### config.mk
export PLATFORM = sky130hd
export DESIGN_NAME = windowed_moving_average
export DESIGN_NICKNAME = d
export VERILOG_FILES = /design/src/sv/wma_pkg.sv /design/src/sv/windowed_moving_average.sv /design/src/sv/wma_ram.sv /design/src/sv/wma_sdiv.sv
export SDC_FILE = /design/constraint.sdc
export NUM_CORES = 1
export LEC_CHECK = 0
export BUFFER_PORTS_ARGS = -buffer_cell sky130_fd_sc_hd__buf_2
export CORE_MARGIN = 3
export CORE_UTILIZATION = 56
export DETAILED_ROUTE_END_ITERATION = 12
export PLACE_DENSITY = 0.8
export SETUP_SLACK_MARGIN = 0.3
export SYNTH_ARGS = -nofsm -noshare
export SYNTH_HDL_FRONTEND = slang
export SYNTH_SLANG_ARGS = --single-unit
### constraint.sdc
create_clock -name aclk -period 3.2 [get_ports aclk]
set_clock_uncertainty 0.1 [all_clocks]
set_input_delay 0.16 -clock aclk [delete_from_list [all_inputs] [get_ports aclk]]
set_output_delay 0.16 -clock aclk [all_outputs]
set_load 0.02 [all_outputs]
### src/sv/wma_pkg.sv
// shared types and constants for the windowed moving average
`default_nettype none

package wma_pkg;

    // result format: signed fixed point
    localparam int AVG_BITS  = 24;
    localparam int FRAC_BITS = 8;

    // status of the serial divider as seen by its controller
    typedef struct packed {
        logic busy;
        logic done;
    } wma_div_stat_t;

endpackage

`default_nettype wire

### src/sv/windowed_moving_average.sv
// windowed moving average over a ring buffer of recent samples
`default_nettype none

// Takes one transaction at a time: a signed sample, or a restart that clears the
// running sum, fill count and full flag and answers 0. Samples are stored in a
// ring buffer RAM of WINDOW_LENGTH entries with an exact running sum alongside;
// the result is sum * 256 / n truncated toward zero (n = samples so far, or
// WINDOW_LENGTH once full), saturated to 24 bits. A sample transaction steps
// through updating the sum, loading the bit-serial divider, dividing at one
// quotient bit per cycle and registering the result; the input is ready again
// in the same cycle that the result is registered. A restart skips the sum and
// divider and goes straight to the output register. A result that is still
// waiting in the output register holds the next result back, and with it the
// input. The ring buffer needs no clearing pass after reset since an entry is
// only read once the window has filled. The output register lets a new
// transaction be accepted while the previous result waits to be taken.
module windowed_moving_average #(
    parameter int WINDOW_LENGTH = 16,
    parameter int SAMPLE_BITS   = 16
) (
    input  wire logic                                  aclk,
    input  wire logic                                  aresetn,
    input  wire logic                                  s_valid,
    output      logic                                  s_ready,
    input  wire logic signed [SAMPLE_BITS-1:0]         s_sample,
    input  wire logic                                  s_restart,
    output      logic                                  m_valid,
    input  wire logic                                  m_ready,
    output      logic signed [wma_pkg::AVG_BITS-1:0]   m_average,
    output      logic                                  m_window_full
);
    import wma_pkg::*;

    localparam int CW = $clog2(WINDOW_LENGTH);
    localparam int NW = CW + 1;
    localparam int SW = SAMPLE_BITS + CW;
    localparam int QW = SAMPLE_BITS + FRAC_BITS;
    localparam int XW = (QW + 1 > AVG_BITS) ? QW + 1 : AVG_BITS;

    localparam logic signed [XW-1:0] AVG_MAX_X = XW'(2 ** (AVG_BITS - 1) - 1);
    localparam logic signed [XW-1:0] AVG_MIN_X = -(XW'(2 ** (AVG_BITS - 1)));

    localparam logic [2:0] ST_IDLE = 3'd0;
    localparam logic [2:0] ST_SUM  = 3'd1;
    localparam logic [2:0] ST_LOAD = 3'd2;
    localparam logic [2:0] ST_DIV  = 3'd3;
    localparam logic [2:0] ST_OUT  = 3'd4;

    logic [2:0]                    state_reg, state_next;
    logic [CW-1:0]                 idx_reg, idx_next;
    logic                          full_reg, full_next;
    logic signed [SW-1:0]          sum_reg, sum_next;
    logic signed [SAMPLE_BITS-1:0] sample_reg, sample_next;
    logic                          restart_reg, restart_next;
    logic                          neg_reg, neg_next;
    logic [NW-1:0]                 div_n_reg, div_n_next;
    logic                          m_valid_reg, m_valid_next;
    logic [AVG_BITS-1:0]           m_average_reg, m_average_next;
    logic                          m_window_full_reg, m_window_full_next;

    logic [SAMPLE_BITS-1:0]        ram_rdata;
    logic                          ram_we;
    logic [SW-1:0]                 sum_mag;
    logic                          div_start;
    logic [QW-1:0]                 quotient;
    wma_div_stat_t                 div_stat;
    logic signed [QW:0]            q_signed;
    logic signed [XW-1:0]          q_ext;
    logic signed [XW-1:0]          q_sat;
    logic                          in_txn;
    logic                          out_free;
    logic                          idx_last;

    wma_ram #(
        .WIDTH (SAMPLE_BITS),
        .DEPTH (WINDOW_LENGTH)
    ) u_ring (
        .aclk  (aclk),
        .we    (ram_we),
        .waddr (idx_reg),
        .wdata (sample_reg),
        .raddr (idx_reg),
        .rdata (ram_rdata)
    );

    wma_sdiv #(
        .NW (NW),
        .QW (QW)
    ) u_div (
        .aclk     (aclk),
        .aresetn  (aresetn),
        .start    (div_start),
        .rem_init ({1'b0, sum_mag[SW-1:SAMPLE_BITS]}),
        .quo_init ({sum_mag[SAMPLE_BITS-1:0], {FRAC_BITS{1'b0}}}),
        .divisor  (div_n_reg),
        .quotient (quotient),
        .stat     (div_stat)
    );

    assign s_ready  = (state_reg == ST_IDLE);
    assign in_txn   = s_valid && s_ready;
    assign out_free = !m_valid_reg || m_ready;
    assign idx_last = (idx_reg == CW'(WINDOW_LENGTH - 1));
    assign ram_we   = (state_reg == ST_SUM);

    // magnitude of the running sum and signed, saturated quotient
    always_comb begin
        sum_mag  = sum_reg[SW-1] ? (~sum_reg + 1'b1) : sum_reg;
        q_signed = neg_reg ? -$signed({1'b0, quotient}) : $signed({1'b0, quotient});
        q_ext    = XW'(q_signed);
        if (q_ext > AVG_MAX_X) begin
            q_sat = AVG_MAX_X;
        end else if (q_ext < AVG_MIN_X) begin
            q_sat = AVG_MIN_X;
        end else begin
            q_sat = q_ext;
        end
    end

    always_comb begin
        state_next         = state_reg;
        idx_next           = idx_reg;
        full_next          = full_reg;
        sum_next           = sum_reg;
        sample_next        = sample_reg;
        restart_next       = restart_reg;
        neg_next           = neg_reg;
        div_n_next         = div_n_reg;
        m_valid_next       = m_valid_reg;
        m_average_next     = m_average_reg;
        m_window_full_next = m_window_full_reg;
        div_start          = 1'b0;

        if (m_valid_reg && m_ready) begin
            m_valid_next = 1'b0;
        end

        case (state_reg)
            ST_IDLE: begin
                if (in_txn) begin
                    sample_next  = s_sample;
                    restart_next = s_restart;
                    if (s_restart) begin
                        idx_next   = '0;
                        full_next  = 1'b0;
                        sum_next   = '0;
                        state_next = ST_OUT;
                    end else begin
                        state_next = ST_SUM;
                    end
                end
            end
            ST_SUM: begin
                // oldest entry only counts once the window is full
                sum_next = sum_reg + SW'(sample_reg)
                         - (full_reg ? SW'($signed(ram_rdata)) : SW'(0));
                div_n_next = full_reg ? NW'(WINDOW_LENGTH) : ({1'b0, idx_reg} + 1'b1);
                if (idx_last) begin
                    idx_next  = '0;
                    full_next = 1'b1;
                end else begin
                    idx_next = idx_reg + 1'b1;
                end
                state_next = ST_LOAD;
            end
            ST_LOAD: begin
                if (!div_stat.busy) begin
                    neg_next   = sum_reg[SW-1];
                    div_start  = 1'b1;
                    state_next = ST_DIV;
                end
            end
            ST_DIV: begin
                if (div_stat.done) begin
                    state_next = ST_OUT;
                end
            end
            ST_OUT: begin
                if (out_free) begin
                    m_valid_next       = 1'b1;
                    m_average_next     = restart_reg ? '0 : q_sat[AVG_BITS-1:0];
                    m_window_full_next = full_reg;
                    state_next         = ST_IDLE;
                end
            end
            default: begin
                state_next = ST_IDLE;
            end
        endcase
    end

    always_ff @(posedge aclk) begin
        if (!aresetn) begin
            state_reg   <= ST_IDLE;
            idx_reg     <= '0;
            full_reg    <= 1'b0;
            sum_reg     <= '0;
            m_valid_reg <= 1'b0;
        end else begin
            state_reg   <= state_next;
            idx_reg     <= idx_next;
            full_reg    <= full_next;
            sum_reg     <= sum_next;
            m_valid_reg <= m_valid_next;
        end
        sample_reg        <= sample_next;
        restart_reg       <= restart_next;
        neg_reg           <= neg_next;
        div_n_reg         <= div_n_next;
        m_average_reg     <= m_average_next;
        m_window_full_reg <= m_window_full_next;
    end

    assign m_valid       = m_valid_reg;
    assign m_average     = m_average_reg;
    assign m_window_full = m_window_full_reg;

endmodule

`default_nettype wire

### src/sv/wma_ram.sv
// generic single-port-write ram with registered read
`default_nettype none

module wma_ram #(
    parameter int WIDTH = 16,
    parameter int DEPTH = 16
) (
    input  wire logic                     aclk,
    input  wire logic                     we,
    input  wire logic [$clog2(DEPTH)-1:0] waddr,
    input  wire logic [WIDTH-1:0]         wdata,
    input  wire logic [$clog2(DEPTH)-1:0] raddr,
    output      logic [WIDTH-1:0]         rdata
);

    logic [WIDTH-1:0] mem [DEPTH];

    always_ff @(posedge aclk) begin
        if (we) begin
            mem[waddr] <= wdata;
        end
        rdata <= mem[raddr];
    end

endmodule

`default_nettype wire

### src/sv/wma_sdiv.sv
// bit-serial restoring divider, one quotient bit per cycle
`default_nettype none

module wma_sdiv #(
    parameter int NW = 5,
    parameter int QW = 24
) (
    input  wire logic                   aclk,
    input  wire logic                   aresetn,
    input  wire logic                   start,
    input  wire logic [NW-1:0]          rem_init,
    input  wire logic [QW-1:0]          quo_init,
    input  wire logic [NW-1:0]          divisor,
    output      logic [QW-1:0]          quotient,
    output      wma_pkg::wma_div_stat_t stat
);
    import wma_pkg::*;

    localparam int CNTW = $clog2(QW);

    logic [NW+QW-1:0] rq_reg, rq_next;
    logic [CNTW-1:0]  cnt_reg, cnt_next;
    logic             busy_reg, busy_next;

    logic [NW:0]      shifted;
    logic [NW:0]      diff;
    logic             ge;
    logic [NW-1:0]    new_rem;

    // partial remainder shifts left one dividend bit per cycle
    always_comb begin
        shifted = {rq_reg[NW+QW-1:QW], rq_reg[QW-1]};
        ge      = shifted >= {1'b0, divisor};
        diff    = shifted - {1'b0, divisor};
        new_rem = ge ? diff[NW-1:0] : shifted[NW-1:0];
    end

    always_comb begin
        rq_next   = rq_reg;
        cnt_next  = cnt_reg;
        busy_next = busy_reg;
        if (start) begin
            rq_next   = {rem_init, quo_init};
            cnt_next  = CNTW'(QW - 1);
            busy_next = 1'b1;
        end else if (busy_reg) begin
            rq_next = {new_rem, rq_reg[QW-2:0], ge};
            if (cnt_reg == '0) begin
                busy_next = 1'b0;
            end else begin
                cnt_next = cnt_reg - 1'b1;
            end
        end
    end

    always_ff @(posedge aclk) begin
        if (!aresetn) begin
            busy_reg <= 1'b0;
            cnt_reg  <= '0;
        end else begin
            busy_reg <= busy_next;
            cnt_reg  <= cnt_next;
        end
        rq_reg <= rq_next;
    end

    assign quotient  = rq_reg[QW-1:0];
    assign stat.busy = busy_reg;
    assign stat.done = busy_reg && (cnt_reg == '0);

endmodule

`default_nettype wire

==> metrics.csv <==
metric;value;unit
DRT iter0 DRCs;894;
GPL Wtd Cong;0.961;
syn_nets;1217;
CTS max path bufs;3;
Cells after Synth;1143;
largest area contributor in the netlist;edfxtp_1;
Setup crit end kind;flop;
Cell Area, Synth;0.0171;mm^2
Via density;6.04;
maximum vdd drop;0.652;mV
die area;0.0327;mm^2
Hold Path Depth;2;
number of global-route vias before repair;10500;
Layout area overhead;18.6;%
DRT Wirelength;40000;um
DR WL/cell;23.2;um
Seq/Total Area, Yosys;0.638;
post-synth cell types;65;
max cap viols;0;
Hold WC Path Type;in2reg;
number of buffers created by CTS;39;
Largest stage delay, worst path;0.48;ns
mux cell area share after synthesis;0.109;
# setup viols final;0;
Critical-path top delay cell;fa_1;
gr usage total;0.243;
Final Critical Period;3.05;ns
largest family of logic cells by synthesized area;multiplexers;
layout net count;1379;
Initial Utilization;0.573;
most used flip-flop cell after synthesis;edfxtp_1;
post-route ant nets;0;
global-route wire length before repair;61200;um
synthesized-area fraction occupied by adder cells;0.0475;
H-tree levels;2;
synth cell count leaders;edfxtp_1 (324), inv_1 (92), mux4_2 (80), nand2_1 (80), o21ai_0 (71);
hpwl dp;25000;um
Post-Layout Cell Count;1723;
Root Driver;clkbuf_16;
FF+latch count, synth;384;
WS Path Type;reg2reg;
worst-path cell chain;buf_4 > and2_1 > fa_1 > inv_1 > ha_1 > a21oi_4 > nand2b_1 > nand3b_1 > buf_4 > a21o_1 > a41oi_2 > xor2_1 > o21ai_1;
final hold vios;0;
relative slew slack;0.475;
Async S/R FF share, synth;0;
Synth Area in XOR/XNOR;0.0317;
top-area cell type share of the netlist area;0.568;
layout filler cell count;1961;
Worst-Margin Slew;0.787;ns
Worst Path Required;3.50;ns
unrepaired setup endpoints after global routing;yes;
status;finished, final reports clean;
largest net degree at the start of global routing;50;
crit path DAT;3.35;ns
largest cells by area after synthesis;edfxtp_1 (57%), mux4_2 (11%), dfxtp_1 (7.0%);
Yosys Warn Count;0;
Post-synth EDFFs;324;
CTS tree;yes;
Top cell by count, worst path;buf_4;
Final period util;0.952;
simple-gate share of the synthesized area;0.0691;
highest clock rate;328;MHz
Setup TNS Final;0;ns
count of final max-slew check failures;0;
fraction of layout cells with a size suffix above 1;0.284;
CP Launch Type;flop;
initial antenna violation count;0;
leakage;7.22;nW
number of flip-flops in the largest register;256;
Placed Cells;1602;
worst skew pair latency;0.54;ns
ant diodes;0;
Mapped Avg Cell Area;15.0;um^2
row count;63;
critical path fanouts, max;4;
vias;10400;
DRC viols;0;
GR Overflow Total;0;
number of port buffers;47;
Die Wd;181;um
core area;0.0299;mm^2
# clock sinks;384;
power density cells;713;mW/mm^2
clk slew on worst S/H paths;0.06;ns
Compound-Gate Fraction of Synth Area;0.0714;
most common cell in the netlist;edfxtp_1;
IO Pins;48;
worst r2r path cells;13;
die height;181;um
First-pass DRT Iterations;5;
## metal layers
metal,share of wire,global-route usage
met2,0.51,0.415
met3,0.060,0.0374
met1,0.40,0.318
met5,0,0
met4,0.039,0.0893
## path summary, 6_finish.rpt
check                            startpoint               end  slack [ns]
worst min-delay path                aresetn  u_div.cnt_reg[0]        0.03
worst max register to register     full_reg       sum_reg[14]        0.15
worst max-delay path               full_reg       sum_reg[14]        0.15
worst min register to register  sum_reg[11]       sum_reg[11]        0.40
## cell families (layout without fill, tap and decap cells)
group / count (synthesis) / count (layout)
AND/OR/NAND/NOR: 225 / 225
AO/OA/AOI/OAI: 187 / 187
flip-flops: 384 / 384
buffers and inverters: 145 / 335
multiplexers: 87 / 87
XOR/XNOR: 62 / 62
adder cells (fa/ha/maj): 53 / 53
## cell usage in the layout (no fill, tap or decap), types with 39 or more instances in the layout
cell type | netlist | final
dfxtp_1 | 60 | 54
edfxtp_1 | 324 | 324
buf_4 | 0 | 100
inv_1 | 92 | 86
clkbuf_16 | 0 | 39
o21ai_0 | 71 | 64
nand2_1 | 80 | 76
mux4_2 | 80 | 80
buf_2 | 4 | 47
## stage by stage
stage	power, mW	utilization	hold WS (ns)	setup WS, ns	instance area [um^2]
after floorplan	8.57	-	0.159	0.304	17200
after global placement	9.37	0.614	0.237	0.196	18300
after detailed placement	9.47	0.614	0.239	0.148	18300
after CTS	14.2	0.673	0.0155	0.211	20100
after global routing	15.1	0.680	0.0376	0.0849	20300
final	14.5	0.680	0.0298	0.155	20300
## what timing repair did
item                                   in CTS  in global routing
setup endpoints to repair                  14                 66
buffers inserted                           16                 16
hold buffers                               18                  0
endpoints found under the hold margin      20                  0
cloned                                      2                  0
gates resized for setup                    48                 27
pin swaps                                  22                 18
## layout make-up
cell class / count / area (um^2) / area share
multi-input combinational: 614 / 5990 / 0.295
clock inverter: 14 / 168 / 0.00825
inverter: 92 / 349 / 0.0172
sequential: 384 / 10900 / 0.538
timing repair buffer: 174 / 1310 / 0.0645
tap: 390 / 488 / 0.0240
clock buffer: 55 / 1080 / 0.0529
## worst max-delay path, delay by kind of cell, from the launching register on
| family | cells | cell delay (ns) |
|---|---|---|
| compound gates | 4 | 0.69 |
| simple gates | 3 | 0.45 |
| fa+ha+maj | 2 | 0.72 |
| xor+xnor | 1 | 0.19 |
| flops | 1 | 0.37 |
| buf+inv | 3 | 0.40 |
## report_power, final
part	switching, mW	internal [mW]	total, mW
sequential	0.326	5.88	6.20
combinational	2.11	1.72	3.83
clock	1.85	2.60	4.45
total	4.28	10.2	14.5
No activity file was read; power rests on OpenSTA's default activity.
